[src/design/bft_ram.sv]
// Generic single-clock RAM with one write port and one registered read port.
module bft_ram #(
    parameter int WIDTH = 8,
    parameter int DEPTH = 16
) (
    input  logic                     clk,
    input  logic                     we,
    input  logic [$clog2(DEPTH)-1:0] waddr,
    input  logic [WIDTH-1:0]         wdata,
    input  logic                     re,
    input  logic [$clog2(DEPTH)-1:0] raddr,
    output logic [WIDTH-1:0]         rdata
);

    logic [WIDTH-1:0] mem [DEPTH];

    always_ff @(posedge clk)
    begin
        if (we)
        begin
            mem[waddr] <= wdata;
        end
        if (re)
        begin
            rdata <= mem[raddr];
        end
    end

endmodule

[config.mk]
export PLATFORM = sky130hd
export DESIGN_NAME = bft_ram
export DESIGN_NICKNAME = d
export VERILOG_FILES = /design/src/design/bft_ram.sv
export SDC_FILE = /design/constraint.sdc
export NUM_CORES = 1
export LEC_CHECK = 0
export ABC_AREA = 1
export BUFFER_PORTS_ARGS = -buffer_cell sky130_fd_sc_hd__buf_2
export CAP_MARGIN = 20
export CELL_PAD_IN_SITES_DETAIL_PLACEMENT = 1
export CELL_PAD_IN_SITES_GLOBAL_PLACEMENT = 2
export CORE_UTILIZATION = 40
export DETAILED_ROUTE_END_ITERATION = 10
export PLACE_DENSITY_LB_ADDON = 0.25
export SLEW_MARGIN = 25
export SYNTH_ARGS = -nofsm -noshare
export SYNTH_HDL_FRONTEND = slang
export SYNTH_SLANG_ARGS = --single-unit
[constraint.sdc]
create_clock -name clk -period 2.9 [get_ports clk]
set_input_delay 0.145 -clock clk [delete_from_list [all_inputs] [get_ports clk]]
set_output_delay 0.145 -clock clk [all_outputs]
set_load 0.05 [all_outputs]
==> impl_summary.txt <==
----------------------------------------------------
[Run status]
  Outcome ... complete, no violations

[Clock network]
  CTS clk-pin slew, worst paths ... 0.06 ns
  TritonCTS clock tree ... done
  Cts-stage hold buffer count ... 0
  Clock tree root driver cell ... sky130_fd_sc_hd__clkbuf_16
  Number of CTS-inserted buffers ... 17
  Post-cts resize count ... 0
  Count of buffers added by post-CTS timing repair for setup ... 0
  Max H-tree Level ... 4
  Number of sinks on the clock net ... 136
  Later-pin clock latency in the skew report ... 0.41 ns
  Number of buffers on the longest clock path ... 2

[Cells and area]
  Relative area change from synthesis to final layout ... 12.6%
  Number of nets in the layout ... 597
  Layout Cells excl Fill ... ~770
  Storage element area ... roughly 4100 µm²
  Fill cells ... between 1500 and 2000
  Post-layout instance area ... 6590 µm²
  Fraction of final layout cells with drive strength greater than 1 ... 0.0934
  Area occupied by multi-input gates ... 1210 µm²
  Number of antenna cells inserted ... 0

[Route]
  Number of violations reported at the end of detailed-routing iteration 0 ... about 230
  Routed Antenna Nets ... 0
  Overall via count from detail_route ... between 3000 and 4000
  DRT Pass-1 Iters ... 4
  Routed wire per std cell ... 18.9 µm
  WL final ... 14.5 mm
  DR DRC count ... 0
  Via count normalized by instance count ... 4.86

[Timing]
  RSZ-0062 raised after global routing ... no
  Final period utilization ... 0.462
  Min Clock Period, post-route ... 1.34 ns
  Fin Clk Skew ... 0.00747 ns
  Number of max-slew violations in the final report ... 0
  Top achievable clock speed ... 747 MHz
  Setup-violating endpoint count in the final report ... 0
  Max-slew headroom ... 0.310
  Hold Vio Cnt, Final ... 0
  Worst-margin pin slew ... 1.03 ns
  Min Hold Slack ... between 0.1 and 0.15 ns
  Final setup TNS ... 0 ns

[Global routing]
  Via count of the first global-routing pass ... 3891
  Number of antenna violations at the first check in global routing ... 0
  Maximum number of pins on one net before global-route repair ... 65
  Overflow left after global routing ... 0
  Global-route wire length before repair ... 22.8 mm
  Overall routing resource usage ... 0.215

[Floorplanning]
  Core area ... 14100 µm²
  Die area ... between 15000 and 20000 µm²
  Site row count ... 43
  Die outline width ... ~120 µm
  I/O pin count ... 27
  Starting utilization of the core area ... 0.415
  Height of the die ... 123 µm

[Synthesis]
  Adder-Cell Fraction of Synth Area ... 0
  Main combinational cell family by area after synthesis ... simple AND/OR/NAND/NOR gates
  XOR/XNOR share of the synthesized area ... 0
  Post-synthesis instance area ... around 5800 µm²
  Number of synthesized register bits ... roughly 140
  Mux contribution to synthesized area ... 0
  Net count of the mapped netlist ... between 500 and 600
  Mapped Cells ... ~550
  Syn_area_per_cell ... roughly 11 µm²
  Number of distinct library cell variants in the gate-level netlist after synthesis ... 11
  Share of synthesized area occupied by flip-flops and latches ... 0.698
  Basic-gate share of the synthesized area counting and, or, nand and nor cells ... 0.208
  Count of yosys warnings during synthesis ... 0
  Area fraction in compound gates after synthesis ... 0

[Worst setup path]
  Critical Path Max Stage Delay ... 0.41 ns
  CP startpoint kind ... input pin
  Cell seen most often among critical-path stages ... sky130_fd_sc_hd__nand3_1
  Ordered cell list for the critical path ... buf_2 -> inv_2 -> buf_4 -> nand2_1 -> nand3_1 -> nand3_1 -> nand3_1 -> nand2_1
  Maximum fanout along the worst path ... 30
  Crit. End Element ... flip-flop
  Critical Path Slowest Stage Cell ... sky130_fd_sc_hd__buf_4
  Classification of the worst setup path ... in2reg
  Arrival time reported for the critical path endpoint ... 1.50 ns
  Total buffers and inverters traversed by the critical path ... 3
  Cell family contributing the most delay on the critical path ... buffers and inverters
  Data required, critical path ... 3.06 ns

[Place]
  Global placement routability congestion ... around 0.77
  Final HPWL from detailed placement ... just over 9 mm
  Post-DP Area ... 6080 µm²
  Count of input and output buffers ... 26
  Placed Instances ... about 740

[Power and ir drop]
  IR drop worst, VDD ... 0.338 mV
  Power Density ... 673 nW/µm²
  Power consumption ... 4.43 mW
  Lkg Pwr ... 2.81 nW

[Flow run]
  Maxcap violations ... 0

[Hold path]
  Hold crit path type ... in2reg

----------------------------------------------------
-- report_power, final --
part | internal, mW | leakage [nW] | switching, mW | total [mW]
clock network | 1.16 | 0.247 | 0.753 | 1.91
registers | 2.22 | 1.24 | 0.0128 | 2.23
logic | 0.0697 | 1.32 | 0.224 | 0.294
total | 3.44 | 2.81 | 0.989 | 4.43
-- cell usage in the layout (no fill, tap or decap), drive strengths merged --
cell	n
bufinv	1
clkbuf	24
nor2	17
inv	102
nand3	97
nand3b	2
edfxtp	136
nand2	173
clkinv	5
buf	32
-- cell usage after synthesis --
library cell / count / area share
sky130_fd_sc_hd__nand2_1: 173 / 0.11
sky130_fd_sc_hd__buf_2: 13 / 0.011
sky130_fd_sc_hd__inv_1: 100 / 0.064
sky130_fd_sc_hd__buf_4: 4 / 0.0051
sky130_fd_sc_hd__nand3_1: 97 / 0.083
sky130_fd_sc_hd__nand3b_1: 2 / 0.0026
sky130_fd_sc_hd__nor2_1: 17 / 0.011
sky130_fd_sc_hd__inv_2: 2 / 0.0013
sky130_fd_sc_hd__edfxtp_1: 136 / 0.70
sky130_fd_sc_hd__buf_1: 1 / 0.00064
sky130_fd_sc_hd__buf_6: 6 / 0.012
-- final timing paths --
kind	start	to	slack, ns	cells past startpoint
min reg2reg	mem[0][5]	rdata[5]	0.77	6
max	raddr[0]	rdata[2]	1.56	8
max reg2reg	mem[11][1]	rdata[1]	1.73	6
min	re	rdata[5]	0.12	1
-- sequential cells by signal, indices dropped and copies added (netlist names) --
| signal | cells |
|---|---|
| rdata | 8 |
| mem | 128 |
-- cell families after synthesis --
group / after synthesis
AND/OR/NAND/NOR: 289
flip-flops: 136
buffers and inverters: 126
-- worst reg2reg max path, cell delays in order, from the launching register on --
cell and delay (ns):
sky130_fd_sc_hd__edfxtp_1 0.37, sky130_fd_sc_hd__inv_1 0.06, sky130_fd_sc_hd__nand2_1 0.05, sky130_fd_sc_hd__nand3_1 0.13
sky130_fd_sc_hd__nand3_1 0.08, sky130_fd_sc_hd__nand3_1 0.17, sky130_fd_sc_hd__nand2_1 0.07
-- area by class of cell --
| cell class | instances | share of cell area |
|---|---|---|
| clock buffers | 24 | 0.0686 |
| inverters | 102 | 0.0581 |
| repair buffers | 32 | 0.0266 |
| well taps | 180 | 0.0342 |
| clock inverters | 6 | 0.00798 |
| flip-flops and latches | 136 | 0.620 |
| multi-input cells | 289 | 0.184 |
-- metal layers --
metal  global-route usage  wire [µm]  vias to the layer above
li1                     -          -                     1835
met1                0.308       6960                     1812
met2                0.330       6740                       79
met3               0.0397        698                        8
met4               0.0686         99                        0
met5                    0          0                        -
-- per-stage QoR --
step                      utilization  setup slack [ns]
after floorplan                     -              1.80
after global placement          0.431              1.10
after detailed placement        0.431              1.09
after CTS                       0.467              1.53
after global routing            0.467              1.44
final                           0.467              1.56
No activity file was read; power rests on OpenSTA's default activity.
