===== config.mk =====
export PLATFORM = sky130hd
export DESIGN_NAME = bft_best
export DESIGN_NICKNAME = d
export VERILOG_FILES = /design/src/design/bft_pkg.sv /design/src/design/bft_best.sv
export SDC_FILE = /design/constraint.sdc
export NUM_CORES = 1
export LEC_CHECK = 0
export BUFFER_PORTS_ARGS = -buffer_cell sky130_fd_sc_hd__buf_2
export CAP_MARGIN = 20
export CORE_ASPECT_RATIO = 1.1
export CORE_UTILIZATION = 30
export CTS_CLUSTER_SIZE = 24
export DETAILED_ROUTE_END_ITERATION = 16
export PLACE_DENSITY = 0.51
export SLEW_MARGIN = 20
export SYNTH_ARGS = -nofsm -noshare
export SYNTH_HDL_FRONTEND = slang
export SYNTH_SLANG_ARGS = --single-unit

===== constraint.sdc =====
create_clock -name clk -period 3.7 [get_ports clk]
set_input_delay 0.74 -clock clk [delete_from_list [all_inputs] [get_ports clk]]
set_output_delay 0.74 -clock clk [all_outputs]
set_load 0.01 [all_outputs]

===== src/design/bft_pkg.sv =====
// Shared constants and types of the best-fit free block table.
package bft_pkg;

    localparam int ENTRIES     = 64;
    localparam int SIZE_BITS   = 32;
    localparam int OFFSET_BITS = 40;
    localparam int ENTRY_W     = SIZE_BITS + OFFSET_BITS;
    localparam int IDX_W       = $clog2(ENTRIES);
    localparam int CNT_W       = $clog2(ENTRIES + 1);
    localparam int CAP_W       = 7;
    localparam int CMP_W       = (CAP_W > CNT_W) ? CAP_W : CNT_W;

    localparam logic [CAP_W-1:0] CAP_RESET = CAP_W'(64);

    // One table slot presented to the best-fit tracker.
    typedef struct packed {
        logic             start;
        logic             sample;
        logic [IDX_W-1:0] idx;
        logic             entry_valid;
    } probe_t;

    // Running result of a scan: best fitting slot and lowest free slot.
    typedef struct packed {
        logic                   found;
        logic [IDX_W-1:0]       idx;
        logic [SIZE_BITS-1:0]   size;
        logic [OFFSET_BITS-1:0] offset;
        logic                   free_found;
        logic [IDX_W-1:0]       free_idx;
    } best_t;

endpackage


===== src/design/bft_best.sv =====
// Best-fit tracker: compares each scanned slot against the best one so far.
module bft_best (
    input  logic                            clk,
    input  logic                            rst_n,
    input  bft_pkg::probe_t                 probe,
    input  logic [bft_pkg::SIZE_BITS-1:0]   min_size,
    input  logic [bft_pkg::ENTRY_W-1:0]     rd_data,
    output bft_pkg::best_t                  best
);

    import bft_pkg::*;

    best_t                  best_reg;
    best_t                  best_next;
    logic [SIZE_BITS-1:0]   ent_size;
    logic [OFFSET_BITS-1:0] ent_off;
    logic                   fits;
    logic                   better;

    assign ent_size = rd_data[ENTRY_W-1:OFFSET_BITS];
    assign ent_off  = rd_data[OFFSET_BITS-1:0];
    assign fits     = probe.entry_valid && (ent_size >= min_size);

    // Strict compares keep the earlier slot on a full tie, so the lowest slot wins.
    assign better = !best_reg.found || (ent_size < best_reg.size) ||
                    ((ent_size == best_reg.size) && (ent_off < best_reg.offset));

    always_comb
    begin
        best_next = best_reg;
        if (probe.start)
        begin
            best_next.found      = 1'b0;
            best_next.free_found = 1'b0;
        end
        else if (probe.sample)
        begin
            if (fits && better)
            begin
                best_next.found  = 1'b1;
                best_next.idx    = probe.idx;
                best_next.size   = ent_size;
                best_next.offset = ent_off;
            end
            if (!probe.entry_valid && !best_reg.free_found)
            begin
                best_next.free_found = 1'b1;
                best_next.free_idx   = probe.idx;
            end
        end
    end

    always_ff @(posedge clk or negedge rst_n)
    begin
        if (!rst_n)
        begin
            best_reg <= '0;
        end
        else
        begin
            best_reg <= best_next;
        end
    end

    assign best = best_reg;

endmodule


==> results of run 1 <==
==> routing by layer <==
metal	share of wire [%]	routed length (um)	vias to the layer above
met5	0	0	-
met3	5.8	829	13
met4	1.0	144	0
met2	47	6650	117
met1	47	6660	2159
li1	-	-	2359
==> metrics by stage <==
| step | utilization [%] | hold WS [ps] | power [uW] | setup WS [ps] | area (um^2) |
|---|---|---|---|---|---|
| final | 38.9 | 503 | 3750 | 521 | 7420 |
| after global routing | 38.9 | 519 | 4100 | 249 | 7420 |
| after detailed placement | 37.5 | 490 | 2960 | 66.5 | 7170 |
| after floorplan | - | 444 | 2350 | 736 | 5830 |
| after global placement | 37.5 | 484 | 2950 | 76.2 | 7170 |
| after CTS | 38.9 | 506 | 3830 | 444 | 7420 |
==> cell usage after synthesis (2+ instances only) <==
cell	count	area share [%]
mux2_2	64	12
nor4_1	3	0.32
o211ai_1	2	0.26
a211oi_1	4	0.52
a21oi_1	45	3.9
nor3_1	5	0.43
nand3_1	8	0.69
nor2b_1	3	0.32
dfrtp_1	86	37
nand4_1	17	1.8
nor2_1	14	0.90
inv_1	105	6.8
a31oi_1	2	0.21
buf_2	5	0.43
mux2_4	20	5.2
a221oi_1	3	0.45
o21ai_0	18	1.5
a21o_1	4	0.52
ha_1	103	22
buf_6	2	0.39
nand2_1	32	2.1
==> cells by family (layout without fill, tap and decap cells) <==
| logic type | count (synthesis) | count (layout) | share of synthesized area [%] |
|---|---|---|---|
| multiplexers | 84 | 84 | 17.5 |
| buffers and inverters | 113 | 327 | 7.71 |
| AO/OA/AOI/OAI | 85 | 85 | 8.59 |
| adder cells (fa/ha/maj) | 103 | 103 | 22.1 |
| flip-flops | 86 | 86 | 36.9 |
| AND/OR/NAND/NOR | 86 | 86 | 7.11 |
==> power by group <==
part           total (uW)  switching (uW)  internal (uW)  leakage, uW
registers            1410             192           1210      0.00104
clock network         833             386            447     0.000128
logic                1510             755            760      0.00289
==> layout make-up <==
class / count / area share, %
Clock buffer: 10 / 3.08
Clock inverter: 5 / 0.371
Inverter: 105 / 5.31
Multi-Input combinational cell: 358 / 43.7
Sequential cell: 86 / 29.0
Tap cell: 247 / 4.16
Timing Repair Buffer: 207 / 14.4
==> worst register-to-register path: cells and delay by family, from the launching register on <==
| kind | cells | cell delay, ps |
|---|---|---|
| multiplexers | 1 | 410 |
| AO/OA/AOI/OAI | 4 | 790 |
| flip-flops | 1 | 350 |
| AND/OR/NAND/NOR | 2 | 240 |
| adder cells (fa/ha/maj) | 1 | 280 |
| buffers and inverters | 4 | 880 |
==> final timing paths <==
path | cells past startpoint | slack, ps | to
worst max-delay path | 12 | 520 | best[10]
worst min-delay path | 1 | 500 | best[3]
worst max register to register | 12 | 630 | best[10]
worst min register to register | 1 | 500 | best[3]
max in group asynchronous | 2 | 2320 | best[19]
min in group asynchronous | 1 | 550 | best[51]
==> placed cells by master (no fill, tap or decap), types with 2 or more instances in the layout <==
master / n
a211oi_1: 4
ha_1: 103
nor2_1: 14
nand4_1: 17
a21oi_1: 45
nor3_1: 5
nand2_1: 32
nor2b_1: 3
dfrtp_1: 86
a221oi_1: 3
inv_1: 105
buf_4: 7
mux2_4: 20
nand3_1: 8
o211ai_1: 2
buf_2: 199
a21o_1: 4
mux2_2: 64
clkbuf_16: 9
o21ai_0: 18
a31oi_1: 2
clkinv_2: 4
nor4_1: 3
==> metrics, run 1 <==
Register Area=0.00215 mm^2; CP max-delay cell=buf_4; Synth Register Bits=86; CP Data Required Time=3930 ps; max reg flops=86; Worst setup startpoint=rd_data[7]; first-pass GRT wire length=23100 um; fillers=1973; share of layout cells above drive strength 1=40.1%; DRC=0; Post-DP HPWL=11300 um; Top delay family on crit path=buffers and inverters; maximum number of pins on one net before global-route repair=70; Clock transition at path regs=60 ps; Detail Route Antenna Nets=0; Mapped Nets=775; # IOs=201; post-synthesis area per instance=10.5 um^2; yosys warns=0; asr flop ratio synth=100%; worst-path cell chain=buf_2 -> ha_1 -> nand2_1 -> nor3_1 -> a21oi_1 -> o41ai_1 -> buf_4 -> a221oi_1 -> buf_4 -> o2111ai_4 -> buf_4 -> mux2_2; DIE AREA=0.0200 mm^2; status=complete, no violations; Final nets=985; GR Overflow Total=0; Unique masters post-synth=33; PostCTS Resize Cnt=0; maximum clock path buffer count=2; Crit. End Element=flop; RD Place Congestion=0.772; via count=4648; M3 GR Usage=3.58%; register area share after synthesis=36.9%; CTS sink count=86; Chip Width=135 um; final setup vio count=0; via/cell ratio=4.57; number of global-route vias before repair=4617; initial antenna violation count=1; Hold Startpoint=best[3]; Die H=148 um; Initial Util=30.5%; CORE AREA=0.0191 mm^2; Rel. slew slack=36.4%; grt met1 use=19.2%; Tot GR Track Use=14.8%; busiest layer in global routing=met2; Worst Setup Path Type=in2reg; Max IR drop VDD=0.199 mV; Post-Syn Area=0.00583 mm^2; period utilization=85.9%; fmax=0.315 GHz; Placed Cells=1003; CP Max Fanout=36; Worst path max stage delay=480 ps; CP startpoint kind=primary input; total iterations of the first detailed-routing run=4; Routed Wire Length=14300 um; Area Overhead vs Synth=27.4%; max-slew violations=0; Starting DRT DRC Count=103; Gate Count Post-Synth=557; port bufs=200; clk root buf=clkbuf_16; final hold vios=0; RSZ-0062 raised after global routing=false; multi-input logic area=0.00324 mm^2; grt met2 use=24.4%; Setup Skew=11.7 ps; per-cell routed wire length=14.0 um; hold-fix buffer count after cts=0; setup TNS=0 ps; crit path DAT=3400 ps; ant diodes=0; CTS tree=done; most used cell, CP=buf_4; Reg2Reg Launch Point=best[14]; CTS Buf Count=9; clock latency on the worst-skew pair=350 ps; num rows=53; worst-margin pin slew=954 ps; Pwr Density=506 mW/mm^2; Max-Cap Viols=0; Tmin final=3180 ps; Leak Pwr=0.00406 uW; Post-CTS Setup Bufs=0; Buf+Inv Stages, Crit Path=4; final cell count without fillers=1018; commonest register cell after synthesis=dfrtp_1; number of synthesized flops with an enable pin=0; H-tree depth=3; worst min-delay path class=reg2reg
No activity file was read; power rests on OpenSTA's default activity.
==> run 2, diff against run 1 <==
==> constraint.sdc (replaced) <==
create_clock -name clk -period 3.7 [get_ports clk]
set_input_delay 0.185 -clock clk [delete_from_list [all_inputs] [get_ports clk]]
set_output_delay 0.185 -clock clk [all_outputs]
set_load 0.01 [all_outputs]
==> run 2 against run 1 <==
Net effect: maximum frequency rose by 1.7%; die area did not move; setup slack improved by 53 ps; sequential power barely moved; critical endpoint is now best[25].
==> metrics, run 2 (synthesized netlist as in run 1, its figures left out) <==
setup TNS=0 ps (unchanged); Chip Width=135 um (unchanged); Tmin final=3130 ps (-52.5 ps); Max IR drop VDD=0.227 mV (+14%); max-slew violations=0 (unchanged); clock latency on the worst-skew pair=350 ps (about the same); Crit. End Element=flop; Initial Util=30.5% (unchanged); worst hold path endpoint=best[85]; ant diodes=0 (unchanged); first-pass GRT wire length=23100 um (about the same); total iterations of the first detailed-routing run=4 (unchanged); final hold vios=0 (unchanged); period utilization=84.5% (-1.4 points); fmax=0.320 GHz (+1.7%); Routed Wire Length=14300 um (about the same); H-tree depth=3 (unchanged); DIE AREA=0.0200 mm^2 (unchanged); max reg flops=86 (unchanged); fillers=1964 (-0.46%); most common library cell in the layout ignoring fill and taps=buf_2; Detail Route Antenna Nets=0 (unchanged); initial antenna violation count=1 (unchanged); CTS tree=done; DRC=0 (unchanged); number of global-route vias before repair=4716 (+2.1%); Clock transition at path regs=70 ps (about the same); RD Place Congestion=0.737 (-4.4%); Die H=148 um (unchanged); CTS Buf Count=9 (unchanged); # IOs=201 (unchanged); CP startpoint kind=flop; reg-to-reg endpoint=best[25]; port bufs=200 (unchanged); GR Overflow Total=0 (unchanged); Tot GR Track Use=14.9% (+0.12 points); via/cell ratio=4.61 (+0.99%); worst-margin pin slew=897 ps (-56.1 ps); RSZ-0062 raised after global routing=false; CP Max Fanout=44 (+22%); CTS sink count=86 (unchanged); status=complete, no violations; clk root buf=clkbuf_16; Leak Pwr=0.00409 uW (+0.78%); worst min-delay path class=in2reg; crit path DAT=3360 ps (-40 ps); CP Data Required Time=3930 ps (about the same); total power=3950 uW (+5.2%); Starting DRT DRC Count=105 (+1.9%); maximum clock path buffer count=2 (unchanged); per-cell routed wire length=14.0 um (about the same); Hold Path Depth=2 (+1); commonest cells after routing, fill and taps aside=buf_2, inv_1, ha_1; Final nets=984 (-0.10%); Rel. slew slack=40.2% (+3.7 points); share of layout cells above drive strength 1=40.1% (unchanged); PostCTS Resize Cnt=0 (unchanged); Setup Skew=9.23 ps (-2.44 ps); Hold Startpoint=probe[8]; maximum number of pins on one net before global-route repair=65 (-7.1%); num rows=53 (unchanged); Worst Reg-to-Reg Cells=10 (-2); via count=4694 (+0.99%); Reg2Reg Launch Point=best[45]; final setup vio count=0 (unchanged); Pwr Density=526 mW/mm^2 (+4.0%); Worst Setup Path Type=reg2reg; Post-DP HPWL=11400 um (+0.89%); Area Overhead vs Synth=28.8%; CORE AREA=0.0191 mm^2 (unchanged); Max-Cap Viols=0 (unchanged); setup slack, reg-to-reg=570 ps (-60 ps)
## run 2: cell count changes in the layout (fill, tap and decap cells not counted), sizes merged
cell	change
buf	-2
bufinv	+2
clkinv	-2
dlygate4sd3	+1
inv	+1
## run 2: area by class of cell
cell class	count	area, um^2	share of cell area [%]
sequential	86	2150	28.7
clock buffer	10	239	3.18
clock inverter	6	93.8	1.25
inverter	105	394	5.25
timing repair buffer	206	1080	14.3
tap	247	309	4.12
multi-input combinational	358	3240	43.2
## run 2: worst max path at each step
stage               end  cells past startpoint     start  slack, ps
2_1_floorplan  best[30]                     11  best[61]       1050
3_3_place_gp   best[14]                     10  best[46]        540
3_5_place_dp   best[25]                     10  best[46]        580
4_1_cts        best[46]                     10  best[46]        560
5_1_grt        best[50]                     10  best[46]        350
6_report       best[25]                     10  best[45]        570
## run 2: layer usage
metal	up-vias	GRT usage [%]	routed length [um]
met3	12	3.65	872
met4	0	5.06	195
met1	2202	18.4	6570
met2	126	25.2	6660
li1	2354	-	-
met5	-	0	0
## run 2: metrics by stage
stage          setup WS [ps]  util, %  instance area (um^2)  hold WS [ps]  std cells
6_report                 574     39.3                  7510          50.8       1018
3_5_place_dp             578     37.5                  7160           378       1001
2_1_floorplan           1050        -                  5830          -111        557
3_3_place_gp             535     37.5                  7160           370       1001
5_1_grt                  350     39.3                  7510          50.1       1018
4_1_cts                  563     39.3                  7510          30.0       1018
## run 2: report_power, final
| part | leakage, uW | total, uW | internal [uW] | switching, uW |
|---|---|---|---|---|
| clock | 0.000159 | 1040 | 616 | 420 |
| combinational | 0.00289 | 1510 | 754 | 753 |
| sequential | 0.00104 | 1400 | 1210 | 192 |
## run 2: worst max-delay path, cell delays in order, from the launching register on
cell and delay, ps:
dfrtp_1 380, inv_1 60, ha_1 270, nand2_1 80, nor4_1 460, inv_1 110
nor4bb_1 440, a221oi_1 210, o2111ai_4 290, buf_12 330, mux2_2 380
## run 2: what timing repair did
action / CTS / global route
hold buffers: 1 / 0
hold endpoints to repair: 16 / 0
buffers inserted: 0 / 0
setup endpoints to repair: 0 / 0
